<file path="config.mk">
export PLATFORM = sky130hd
export DESIGN_NAME = iefd_front
export DESIGN_NICKNAME = d
export VERILOG_FILES = /design/src/iefd_pkg.sv /design/src/iefd_front.sv
export SDC_FILE = /design/constraint.sdc
export NUM_CORES = 1
export LEC_CHECK = 0
export ABC_AREA = 1
export BUFFER_PORTS_ARGS = -buffer_cell sky130_fd_sc_hd__buf_2
export CAP_MARGIN = 5
export CORE_AREA = 5 5 107 109
export DETAILED_ROUTE_END_ITERATION = 6
export DIE_AREA = 0 0 112 114
export GPL_ROUTABILITY_DRIVEN = 0
export SYNTH_ARGS = -nofsm -noshare
export SYNTH_HDL_FRONTEND = slang
export SYNTH_SLANG_ARGS = --single-unit
</file>
<file path="constraint.sdc">
create_clock -name vclk -period 3.9
set_input_delay 0.78 -clock vclk [all_inputs]
set_output_delay 0.78 -clock vclk [all_outputs]
set_load 0.005 [all_outputs]
</file>
<file path="src/iefd_pkg.sv">
// ---------------------------------------------------------------------------
// iefd_pkg - shared types and constants of the input event FIFO device
// Command codes, decoded work descriptor, result record and the event
// word generator used by the back end.
// ---------------------------------------------------------------------------
package iefd_pkg;

    // Stream payload widths (TDATA in whole bytes)
    localparam int S_TDATA_W = 176;
    localparam int S_TUSER_W = 2;
    localparam int M_TDATA_W = 48;

    // Descriptor queue between front and back
    localparam int QUEUE_DEPTH = 4;
    localparam int QPTR_W      = 2;
    localparam int QCNT_W      = 3;

    // Bus map
    localparam logic [11:0] OFF_READ      = 12'h000;
    localparam logic [11:0] OFF_LEN       = 12'h004;
    localparam logic [31:0] PAGE_ABS_DATA = 32'h0002_0003;

    // Event type and code words
    localparam logic [15:0] T_SYN      = 16'h0000;
    localparam logic [15:0] T_KEY      = 16'h0001;
    localparam logic [15:0] T_REL      = 16'h0002;
    localparam logic [15:0] T_ABS      = 16'h0003;
    localparam logic [15:0] AXIS_X     = 16'h0000;
    localparam logic [15:0] AXIS_Y     = 16'h0001;
    localparam logic [15:0] AXIS_Z     = 16'h0002;
    localparam logic [15:0] CODE_TOUCH = 16'h014A;

    typedef enum logic [1:0] {
        CMD_PUSH    = 2'd0,
        CMD_POINTER = 2'd1,
        CMD_READ    = 2'd2,
        CMD_WRITE   = 2'd3
    } cmd_t;

    // Work kinds after classification
    typedef enum logic [2:0] {
        K_NOP   = 3'd0,
        K_PUSH  = 3'd1,
        K_TOUCH = 3'd2,
        K_TRACK = 3'd3,
        K_POP   = 3'd4,
        K_LEN   = 3'd5,
        K_PAGE  = 3'd6
    } kind_t;

    // Event and word positions inside one work item
    localparam logic [2:0] EV_0 = 3'd0;
    localparam logic [2:0] EV_1 = 3'd1;
    localparam logic [2:0] EV_2 = 3'd2;
    localparam logic [2:0] EV_3 = 3'd3;
    localparam logic [2:0] EV_4 = 3'd4;
    localparam logic [1:0] WD_TYPE  = 2'd0;
    localparam logic [1:0] WD_CODE  = 2'd1;
    localparam logic [1:0] WD_VALUE = 2'd2;

    typedef struct packed {
        kind_t       kind;
        logic [15:0] ev_type;
        logic [15:0] ev_code;
        logic [31:0] val_a;   // raw value, X, or page write data
        logic [31:0] val_b;   // Y
        logic        btn;
    } desc_t;

    typedef struct packed {
        logic [31:0] read_data;
        logic        irq_level;
        logic [2:0]  events_dropped;
        logic [9:0]  words_queued;
    } result_t;

    // Index of the last event a kind expands into
    function automatic logic [2:0] last_event(kind_t kind);
        logic [2:0] n;
        case (kind)
            K_TOUCH: n = EV_4;
            K_TRACK: n = EV_2;
            default: n = EV_0;
        endcase
        return n;
    endfunction

    // Type, code and value of one event as 32-bit ring words
    function automatic logic [31:0] event_word(desc_t d, logic [2:0] ev, logic [1:0] wd);
        logic [15:0] ty;
        logic [15:0] co;
        logic [31:0] va;
        logic [31:0] w;
        ty = T_SYN;
        co = AXIS_X;
        va = '0;
        case (d.kind)
            K_PUSH: begin
                ty = d.ev_type;
                co = d.ev_code;
                va = d.val_a;
            end
            K_TOUCH: begin
                case (ev)
                    EV_0: begin ty = T_ABS; co = AXIS_X; va = d.val_a; end
                    EV_1: begin ty = T_ABS; co = AXIS_Y; va = d.val_b; end
                    EV_2: begin ty = T_ABS; co = AXIS_Z; va = '0; end
                    EV_3: begin ty = T_KEY; co = CODE_TOUCH; va = {31'd0, d.btn}; end
                    default: begin ty = T_SYN; co = AXIS_X; va = '0; end
                endcase
            end
            K_TRACK: begin
                case (ev)
                    EV_0: begin ty = T_REL; co = AXIS_X; va = d.val_a; end
                    EV_1: begin ty = T_REL; co = AXIS_Y; va = d.val_b; end
                    default: begin ty = T_SYN; co = AXIS_X; va = '0; end
                endcase
            end
            default: begin
                ty = T_SYN;
                co = AXIS_X;
                va = '0;
            end
        endcase
        case (wd)
            WD_TYPE:  w = {16'd0, ty};
            WD_CODE:  w = {16'd0, co};
            default:  w = va;
        endcase
        return w;
    endfunction

endpackage

</file>
<file path="src/iefd_front.sv">
// ---------------------------------------------------------------------------
// iefd_front - input transaction decode
// Unpacks the slave stream and classifies each transaction into a work
// descriptor for the back end.
// ---------------------------------------------------------------------------
module iefd_front
    import iefd_pkg::*;
(
    input  logic                 s_tvalid,
    output logic                 s_tready,
    input  logic [S_TDATA_W-1:0] s_tdata,
    input  logic [S_TUSER_W-1:0] s_tuser,
    input  logic                 q_full,
    output logic                 q_push,
    output desc_t                q_desc
);

    logic [15:0] ev_type;
    logic [15:0] ev_code;
    logic [31:0] ev_value;
    logic [31:0] move_x;
    logic [31:0] move_y;
    logic        pointer_mode;
    logic        buttons;
    logic [11:0] offset;
    logic [31:0] write_data;
    cmd_t        command;

    // Field unpack
    assign command      = cmd_t'(s_tuser);
    assign ev_type      = s_tdata[15:0];
    assign ev_code      = s_tdata[31:16];
    assign ev_value     = s_tdata[63:32];
    assign move_x       = s_tdata[95:64];
    assign move_y       = s_tdata[127:96];
    assign pointer_mode = s_tdata[128];
    assign buttons      = s_tdata[129];
    assign offset       = s_tdata[141:130];
    assign write_data   = s_tdata[173:142];

    assign s_tready = !q_full;
    assign q_push   = s_tvalid && !q_full;

    // Classification
    always_comb begin
        q_desc.ev_type = ev_type;
        q_desc.ev_code = ev_code;
        q_desc.val_b   = move_y;
        q_desc.btn     = buttons;
        q_desc.val_a   = move_x;
        q_desc.kind    = K_NOP;
        case (command)
            CMD_PUSH: begin
                q_desc.kind  = K_PUSH;
                q_desc.val_a = ev_value;
            end
            CMD_POINTER: begin
                q_desc.kind = pointer_mode ? K_TRACK : K_TOUCH;
            end
            CMD_READ: begin
                if (offset == OFF_READ) begin
                    q_desc.kind = K_POP;
                end else if (offset == OFF_LEN) begin
                    q_desc.kind = K_LEN;
                end
            end
            CMD_WRITE: begin
                q_desc.val_a = write_data;
                if (offset == OFF_READ) begin
                    q_desc.kind = K_PAGE;
                end
            end
            default: q_desc.kind = K_NOP;
        endcase
    end

endmodule

</file>
==> impl_metrics.tcl <==
set metrics [dict create \
    rows 38 \
    dpl_worst_slack_ns 0.814 \
    drt-total-wl_microns 5340 \
    syn_area_sq_um 1390 \
    area_delta_synth_final_pct 26.6 \
    p_clk_share_pct 0 \
    synth_xor_area_share_pct 0 \
    ys_types 11 \
    yosys_warnings 0 \
    utilization_pct 16.8 \
    synthTopCellsByArea "buf_4, a21oi_1, nor2_1, nand2_1, a21oi_2" \
    grtUsageTotal_pct 7.27 \
    cp_cell_sequence "buf_2 > inv_1 > ha_1 > buf_4 > a21oi_1 > a21oi_1 > buf_2" \
    port_buffers 150 \
    num_antenna_cells 0 \
    vdd_drop_max_mv 0.0363 \
    initial_core_util_pct 13.3 \
    ios 282 \
    dr.pass1.iters 4 \
    synth_cells 244 \
    regArea_sq_um 0 \
    final_cell_mix "buf_2, a21oi_1, nor2_1" \
    synthMuxAreaShare_pct 0 \
    grt_setup_unrepaired "no" \
    synth_fa_ha_area_share_pct 4.49 \
    worstSetupStartpoint "s_tuser[1]" \
    seq_cells 0 \
    cp_max_fo 14 \
    worst_hold_path_type "input port to output pin" \
    hold_viol 0 \
    die_x_microns 112 \
    dpl_cell_area_sq_um 1760 \
    yosys.area_share.simple_pct 23.6 \
    setup.worst_path.end "q_desc[50]" \
    synth_top_family_by_area "buffers and inverters" \
    routed.top_layer "met4" \
    finalCriticalPeriod_ns 3.03 \
    fin_crit_sh_pct 77.7 \
    grt_pass1_vias 1696 \
    grt_max_degree 33 \
    setup_viol 0 \
    final_common_cell "buf_2" \
    worst_setup_path_end_kind "output pin" \
    wl_met1_microns 1870 \
    p_comb_share_pct 100.0 \
    grt_pass1_wl_microns 7840 \
    nClkBuffers 0 \
    routedWlPerCell_microns 11.6 \
    layout_setup_ws_ns 0.870 \
    startpoint_type "input port" \
    first_iter_violations 47 \
    cts-resized-gates 0 \
    instances_no_fill 460 \
    routed-via-count 1748 \
    route.antenna.remaining_nets 0 \
    synth_top_area_cell "buf_4" \
    drv_cap 0 \
    drive_above_1_share_pct 51.9 \
    cts_setup_buffers 0 \
    dieHeight_microns 114 \
    die_area_sq_um 12800 \
    yosysSeqAreaShare_pct 0 \
    tightest_slew_ns 0.468 \
    via_per_inst 3.80 \
    critPathTopFamily "buffers and inverters" \
    synth_nets 429 \
    synth_top_area_share_pct 39.9 \
    drc 0 \
    maxSlewViolCount 0 \
    power_mw 0.225 \
    antenna_found_initial 0 \
    hold_slack_ns 1.56 \
    fmax_mhz 330 \
    swShare_pct 50.4 \
    leakagePower_nw 0.950 \
    fin_tns_setup_ns 0 \
    final_cell_area_sq_um 1760 \
    hpwl_microns 4300 \
    critPathSlowestCell "ha_1" \
    worstSetupPathType "input port to output pin" \
    required_ns 3.12 \
    p_int_mw 0.112 \
    cp.arrival_ns 2.25 \
    nets 507 \
    grt.overflow.total 0 \
    slowest_delay_ns 0.59 \
    p_sw_mw 0.113 \
    place_inst 460 \
    slew_headroom_pct 68.8 \
    core-area_sq_um 10500 \
    p_seq_share_pct 0 \
    cts_hold_buffers 0 \
    p_per_area_nw_per_um2 128 \
    wl_met3_microns 594 \
    wl_met2_microns 2740 \
    critPathBufInv 4 \
    synth_compound_area_share_pct 26.1 \
    status "completed" \
    avgSynthCellArea_sq_um 5.71 \
    crit_cells 7 \
]
[power by group through the flow]
stage	clock [mW]	sequential, mW	combinational, mW
5_1_grt	0	0	0.258
6_report	0	0	0.225
2_1_floorplan	0	0	0.169
3_5_place_dp	0	0	0.229
4_1_cts	0	0	0.230
3_3_place_gp	0	0	0.229
[worst min-delay path by stage]
| stage | start | end | slack [ns] | cells after the start |
|---|---|---|---|---|
| floorplan | q_full | s_tready | 1.59 | 1 |
| global placement | s_tdata[105] | q_desc[10] | 1.56 | 0 |
| detailed placement | s_tdata[105] | q_desc[10] | 1.56 | 0 |
| CTS | s_tdata[105] | q_desc[10] | 1.56 | 0 |
| global route | s_tdata[112] | q_desc[17] | 1.56 | 0 |
| finish | s_tdata[109] | q_desc[14] | 1.56 | 0 |
[metal layers]
| layer | GRT usage [%] | vias to the layer above |
|---|---|---|
| li1 | - | 865 |
| met5 | 0 | - |
| met3 | 2.23 | 18 |
| met1 | 7.72 | 760 |
| met2 | 13.8 | 105 |
| met4 | 2.08 | 0 |
[cell usage after synthesis, drive strengths merged]
cell / n
buf: 79
nand3: 2
nand2: 41
inv: 8
a21oi: 65
ha: 5
nor2: 44
[final cells by class]
cell class,instances,area (sq um)
inverters,8,32.5
multi-input cells,157,754
well taps,140,175
fillers,1260,8740
repair buffers,155,801
[cells by family (layout without fill, tap and decap cells)]
| group | Yosys count | in the layout |
|---|---|---|
| adders and majority gates | 5 | 5 |
| and+or+nand+nor | 87 | 87 |
| AOI/OAI and AO/OA | 65 | 65 |
| buffers and inverters | 87 | 163 |
No activity file was read; power rests on OpenSTA's default activity.
