$ cat config.mk
export PLATFORM = sky130hd
export DESIGN_NAME = iefd_queue
export DESIGN_NICKNAME = d
export VERILOG_FILES = /design/src/iefd_pkg.sv /design/src/iefd_queue.sv
export SDC_FILE = /design/constraint.sdc
export NUM_CORES = 1
export LEC_CHECK = 0
export ABC_AREA = 1
export BUFFER_PORTS_ARGS = -buffer_cell sky130_fd_sc_hd__buf_2
export CAP_MARGIN = 20
export CORE_MARGIN = 3
export CORE_UTILIZATION = 59
export CTS_BUF_LIST = sky130_fd_sc_hd__clkbuf_8
export DETAILED_ROUTE_END_ITERATION = 8
export PLACE_DENSITY = 0.83
export SLEW_MARGIN = 20
export SYNTH_ARGS = -nofsm -noshare
export SYNTH_HDL_FRONTEND = slang
export SYNTH_SLANG_ARGS = --single-unit
export TNS_END_PERCENT = 100
$ cat constraint.sdc
create_clock -name aclk -period 4.51 [get_ports aclk]
set_clock_uncertainty 0.2 [all_clocks]
set_input_delay 0.902 -clock aclk [delete_from_list [all_inputs] [get_ports aclk]]
set_output_delay 0.902 -clock aclk [all_outputs]
set_load 0.01 [all_outputs]
$ cat src/iefd_pkg.sv
// ---------------------------------------------------------------------------
// iefd_pkg - shared types and constants of the input event FIFO device
// Command codes, decoded work descriptor, result record and the event
// word generator used by the back end.
// ---------------------------------------------------------------------------
package iefd_pkg;

    // Stream payload widths (TDATA in whole bytes)
    localparam int S_TDATA_W = 176;
    localparam int S_TUSER_W = 2;
    localparam int M_TDATA_W = 48;

    // Descriptor queue between front and back
    localparam int QUEUE_DEPTH = 4;
    localparam int QPTR_W      = 2;
    localparam int QCNT_W      = 3;

    // Bus map
    localparam logic [11:0] OFF_READ      = 12'h000;
    localparam logic [11:0] OFF_LEN       = 12'h004;
    localparam logic [31:0] PAGE_ABS_DATA = 32'h0002_0003;

    // Event type and code words
    localparam logic [15:0] T_SYN      = 16'h0000;
    localparam logic [15:0] T_KEY      = 16'h0001;
    localparam logic [15:0] T_REL      = 16'h0002;
    localparam logic [15:0] T_ABS      = 16'h0003;
    localparam logic [15:0] AXIS_X     = 16'h0000;
    localparam logic [15:0] AXIS_Y     = 16'h0001;
    localparam logic [15:0] AXIS_Z     = 16'h0002;
    localparam logic [15:0] CODE_TOUCH = 16'h014A;

    typedef enum logic [1:0] {
        CMD_PUSH    = 2'd0,
        CMD_POINTER = 2'd1,
        CMD_READ    = 2'd2,
        CMD_WRITE   = 2'd3
    } cmd_t;

    // Work kinds after classification
    typedef enum logic [2:0] {
        K_NOP   = 3'd0,
        K_PUSH  = 3'd1,
        K_TOUCH = 3'd2,
        K_TRACK = 3'd3,
        K_POP   = 3'd4,
        K_LEN   = 3'd5,
        K_PAGE  = 3'd6
    } kind_t;

    // Event and word positions inside one work item
    localparam logic [2:0] EV_0 = 3'd0;
    localparam logic [2:0] EV_1 = 3'd1;
    localparam logic [2:0] EV_2 = 3'd2;
    localparam logic [2:0] EV_3 = 3'd3;
    localparam logic [2:0] EV_4 = 3'd4;
    localparam logic [1:0] WD_TYPE  = 2'd0;
    localparam logic [1:0] WD_CODE  = 2'd1;
    localparam logic [1:0] WD_VALUE = 2'd2;

    typedef struct packed {
        kind_t       kind;
        logic [15:0] ev_type;
        logic [15:0] ev_code;
        logic [31:0] val_a;   // raw value, X, or page write data
        logic [31:0] val_b;   // Y
        logic        btn;
    } desc_t;

    typedef struct packed {
        logic [31:0] read_data;
        logic        irq_level;
        logic [2:0]  events_dropped;
        logic [9:0]  words_queued;
    } result_t;

    // Index of the last event a kind expands into
    function automatic logic [2:0] last_event(kind_t kind);
        logic [2:0] n;
        case (kind)
            K_TOUCH: n = EV_4;
            K_TRACK: n = EV_2;
            default: n = EV_0;
        endcase
        return n;
    endfunction

    // Type, code and value of one event as 32-bit ring words
    function automatic logic [31:0] event_word(desc_t d, logic [2:0] ev, logic [1:0] wd);
        logic [15:0] ty;
        logic [15:0] co;
        logic [31:0] va;
        logic [31:0] w;
        ty = T_SYN;
        co = AXIS_X;
        va = '0;
        case (d.kind)
            K_PUSH: begin
                ty = d.ev_type;
                co = d.ev_code;
                va = d.val_a;
            end
            K_TOUCH: begin
                case (ev)
                    EV_0: begin ty = T_ABS; co = AXIS_X; va = d.val_a; end
                    EV_1: begin ty = T_ABS; co = AXIS_Y; va = d.val_b; end
                    EV_2: begin ty = T_ABS; co = AXIS_Z; va = '0; end
                    EV_3: begin ty = T_KEY; co = CODE_TOUCH; va = {31'd0, d.btn}; end
                    default: begin ty = T_SYN; co = AXIS_X; va = '0; end
                endcase
            end
            K_TRACK: begin
                case (ev)
                    EV_0: begin ty = T_REL; co = AXIS_X; va = d.val_a; end
                    EV_1: begin ty = T_REL; co = AXIS_Y; va = d.val_b; end
                    default: begin ty = T_SYN; co = AXIS_X; va = '0; end
                endcase
            end
            default: begin
                ty = T_SYN;
                co = AXIS_X;
                va = '0;
            end
        endcase
        case (wd)
            WD_TYPE:  w = {16'd0, ty};
            WD_CODE:  w = {16'd0, co};
            default:  w = va;
        endcase
        return w;
    endfunction

endpackage

$ cat src/iefd_queue.sv
// ---------------------------------------------------------------------------
// iefd_queue - descriptor queue
// Short register FIFO that decouples decode from ring execution.
// ---------------------------------------------------------------------------
module iefd_queue
    import iefd_pkg::*;
(
    input  logic  aclk,
    input  logic  aresetn,
    input  logic  push,
    input  desc_t push_desc,
    output logic  full,
    input  logic  pop,
    output logic  not_empty,
    output desc_t head_desc
);

    desc_t             entry_reg [QUEUE_DEPTH];
    logic [QPTR_W-1:0] wr_ptr_reg;
    logic [QPTR_W-1:0] rd_ptr_reg;
    logic [QCNT_W-1:0] count_reg;

    assign full      = (count_reg == QCNT_W'(QUEUE_DEPTH));
    assign not_empty = (count_reg != '0);
    assign head_desc = entry_reg[rd_ptr_reg];

    // Storage
    always_ff @(posedge aclk) begin
        if (push) begin
            entry_reg[wr_ptr_reg] <= push_desc;
        end
    end

    // Pointers and fill count
    always_ff @(posedge aclk) begin
        if (!aresetn) begin
            wr_ptr_reg <= '0;
            rd_ptr_reg <= '0;
            count_reg  <= '0;
        end else begin
            if (push) begin
                wr_ptr_reg <= wr_ptr_reg + 1'b1;
            end
            if (pop) begin
                rd_ptr_reg <= rd_ptr_reg + 1'b1;
            end
            if (push && !pop) begin
                count_reg <= count_reg + 1'b1;
            end else if (pop && !push) begin
                count_reg <= count_reg - 1'b1;
            end
        end
    end

endmodule

==> metrics list <==
- Reg2reg setup slack: about 2300 ps
- Compared with the post-synthesis result, the final layout area differs by 13.6%.
- Global Route Usage Sum: a little over a fifth
- The worst setup path is of the register to output port kind.
* Xor and xnor fraction of the mapped netlist area: 0%
* Number of warnings printed during yosys synthesis: 0
- After clock tree synthesis, the setup repair step added 0 buffers.
- The net count of the finished layout is 1350.
* Actual slew at the worst max-slew pin: about 960 ps
- Worst slack after detailed placement: 1440 ps
- Sum of overflow across all layers after global routing: 0
- The first global-routing pass estimated 48000 um of wire.
- The hold violation count in the final report came to 0.
- In this run the count of I/O pins placed on the die edge is 206.
* Highest net fanout along the worst path: 77
* Proportion of synthesized area in mux cells: 0%
* Number of antenna violations at the first check in global routing: 10
* CP Cell Sequence: clkinv_2 > buf_4 > o21ai_1 > o22ai_1 > buf_2
* Routability Congestion: 0.729
- Cell family contributing the most delay on the critical path: buffers and inverters
- In this run the critical register-to-register path is launched from wr_ptr_reg[0].
- The longest clock path from root to sink contains 3 buffers.
- During placement, the flow inserted port buffers numbering 205.
- The floorplan step defined a die boundary enclosing 0.0281 sq mm.
- The completed layout was analyzed and its total power is 0.00761 W.
* Combinational family with the most area after synthesis: compound AO/OA/AOI/OAI gates
- Worst IR Drop VDD: 0.000338 V
- Critical Path Sink Type: output port
- Placeable core region: 0.0254 sq mm
* Worst reg2reg endpoint: entry_reg[3][80]
- Number of different library cells in the post-synthesis netlist: 26
- The synthesized netlist occupies a cell area of 0.0154 sq mm.
* Max-capacitance violation count: 0
- After clock tree synthesis, the repair step resized 0 gates.
- Dividing the detail-routed via count by the number of cells gives 5.77.
- The initialized floorplan defines 58 standard-cell rows.
* Number of DRC markers in iteration 0: 913
* Reg clk slew, reported paths: 60 ps
- PnR worst setup slack: 822 ps
- Proportion of layout cells with a drive suffix above 1: 23.2%
- The library cell used most frequently in the layout, excluding fill and tap cells, is sky130_fd_sc_hd__edfxtp_1.
- Counting flops and latches in the post-synthesis netlist gives around 410.
- In this run the static leakage power is 6.20 nW.
- After routing, the total negative slack on setup checks comes to 0 ps.
- Counting the buffers created by CTS gives 60.
* DRC: 0
- Post-Route WL: around 31000 um
- The number of buffers and inverters on the critical path is 3.
- Worst Hold Depth: 1
* Maximum clock frequency: 271 MHz
- TritonRoute pass-1 iters: 5
- Number of levels in the clock H-tree: 2
* Number of flip-flops under the largest register name: 400
- Final worst-path cycle share: between 80% and 90%
* Share of the synthesized area in compound gates (AO/OA/AOI/OAI): roughly 11%
- The initial utilization of the core area, before any placement, comes to approximately three fifths.
- Final-report setup violation count: 0
- In this run the clock root is driven by a sky130_fd_sc_hd__clkbuf_8.
* Latest clock arrival within the worst-skew pair: 560 ps
* Critical path data required time: 3410 ps
- Counting every net in the synthesized netlist gives 1136.
- TritonCTS built the clock tree.
* Fraction of the mapped netlist area in adder cells: 0.536%
- Die extent in x: between 150 and 200 um
- Hold Slack: ~220 ps
- Commonest non-fill, non-tap cells in the layout: sky130_fd_sc_hd__edfxtp_1, sky130_fd_sc_hd__nor2_1, sky130_fd_sc_hd__buf_2, sky130_fd_sc_hd__o21ai_0, sky130_fd_sc_hd__o22ai_1
- Number of cells on the worst reg-to-reg path: 4
- The startpoint identified for the worst hold timing path is rd_ptr_reg[1].
* Number of global-route vias before repair: 9039
- The max-slew violation count was 0.
- The worst setup path is launched from a register.
- Post-synthesis sequential area ratio: slightly below 80%
* Cells after synthesis: 1026
- Routed len/inst: 19.1 um
- RSZ-0062 raised after global routing: no
- At the worst endpoint, the arrival time is between 2000 and 3000 ps.
- PwrDens: 435 mW/mm^2
* Clock sink total: 409
- For the finished layout, the period the worst path requires is roughly 3700 ps.
* Post-DP HPWL: 17200 um
- Headroom to the max-slew limit came out at between 30% and 40%.
- Mean instance size in the synthesized netlist: ~15 sq um
- The run finished with clean final reports.
* Maximum number of pins on one net before global-route repair: around 200
- Post-synthesis simple-gate area fraction: roughly 5.4%
* Height of the die: between 150 and 200 um
- DRT antenna net count: 0
* CTS hold repair buffers: 0
* Slowest cell on the critical path: sky130_fd_sc_hd__buf_4
* Maximum single-stage delay on the critical path: 660 ps
- Worst min path class: register to register
* DR vias: 9302
==> where the power goes <==
part | switching (W) | internal (W)
clock | 0.00125 | 0.00124
sequential | 0.0000467 | 0.00435
combinational | 0.000489 | 0.000243
==> Yosys cell counts <==
master                     instances  area share [%]
sky130_fd_sc_hd__dfxtp_1           9             1.2
sky130_fd_sc_hd__buf_8             1           0.097
sky130_fd_sc_hd__nand3_1           1           0.032
sky130_fd_sc_hd__clkbuf_1         22            0.54
sky130_fd_sc_hd__ha_1              5            0.41
sky130_fd_sc_hd__inv_4             1           0.041
sky130_fd_sc_hd__nand4_1           1           0.041
sky130_fd_sc_hd__fa_1              1            0.13
sky130_fd_sc_hd__edfxtp_1        400              78
sky130_fd_sc_hd__o22ai_2           1           0.081
sky130_fd_sc_hd__o21ai_1          96             3.1
sky130_fd_sc_hd__nor2_1          205             5.0
sky130_fd_sc_hd__clkbuf_8          2            0.18
sky130_fd_sc_hd__o21ai_0         106             3.4
sky130_fd_sc_hd__nand2_1          10            0.24
sky130_fd_sc_hd__nor3_1            1           0.032
sky130_fd_sc_hd__nor2_2            1           0.041
sky130_fd_sc_hd__buf_6            30             2.2
sky130_fd_sc_hd__o22ai_1          99             4.0
sky130_fd_sc_hd__buf_12            1            0.13
sky130_fd_sc_hd__a21oi_1           4            0.13
sky130_fd_sc_hd__inv_1            15            0.37
sky130_fd_sc_hd__clkbuf_2          8            0.26
sky130_fd_sc_hd__clkinv_1          1           0.024
sky130_fd_sc_hd__buf_4             1           0.049
sky130_fd_sc_hd__o21ai_2           4            0.23
==> worst max path at each step <==
| stage | slack [ps] | end | depth (start not counted) |
|---|---|---|---|
| final | 820 | head_desc[99] | 5 |
| after global routing | 660 | head_desc[98] | 5 |
| after CTS | 800 | head_desc[99] | 5 |
| after detailed placement | 1440 | head_desc[99] | 5 |
| after global placement | 1460 | head_desc[99] | 5 |
| after floorplan | 990 | entry_reg[2][0] | 2 |
==> metrics by stage <==
stage	utilization [%]	instance area, sq um	instances
4_1_cts	68.8	17500	1609
6_report	68.8	17500	1613
3_3_place_gp	64.9	16500	1508
2_1_floorplan	-	15400	1026
5_1_grt	68.8	17500	1612
3_5_place_dp	64.9	16500	1508
==> cells by family (layout without fill, tap and decap cells) <==
logic type      Yosys count  in the layout
other cells               0              4
simple gates            219            219
buf+inv                  82            335
fa+ha+maj                 6              6
flops                   409            409
compound gates          310            310
==> routing by layer <==
layer	GRT usage [%]	share of wire (%)
met4	6.79	2.3
met1	29.7	41
met5	0	0.19
met2	34.4	49
met3	5.03	7.9
==> final cells by class <==
type,count,area (sq um)
Clock inverter,40,156
Tap cell,330,413
Timing Repair Buffer,217,1180
Fill cell,1704,7910
Sequential cell,409,12200
Multi-Input combinational cell,535,2610
Clock buffer,61,840
Antenna cell,4,10.0
Inverter,17,80.1
(Power assumes the default switching activity.)
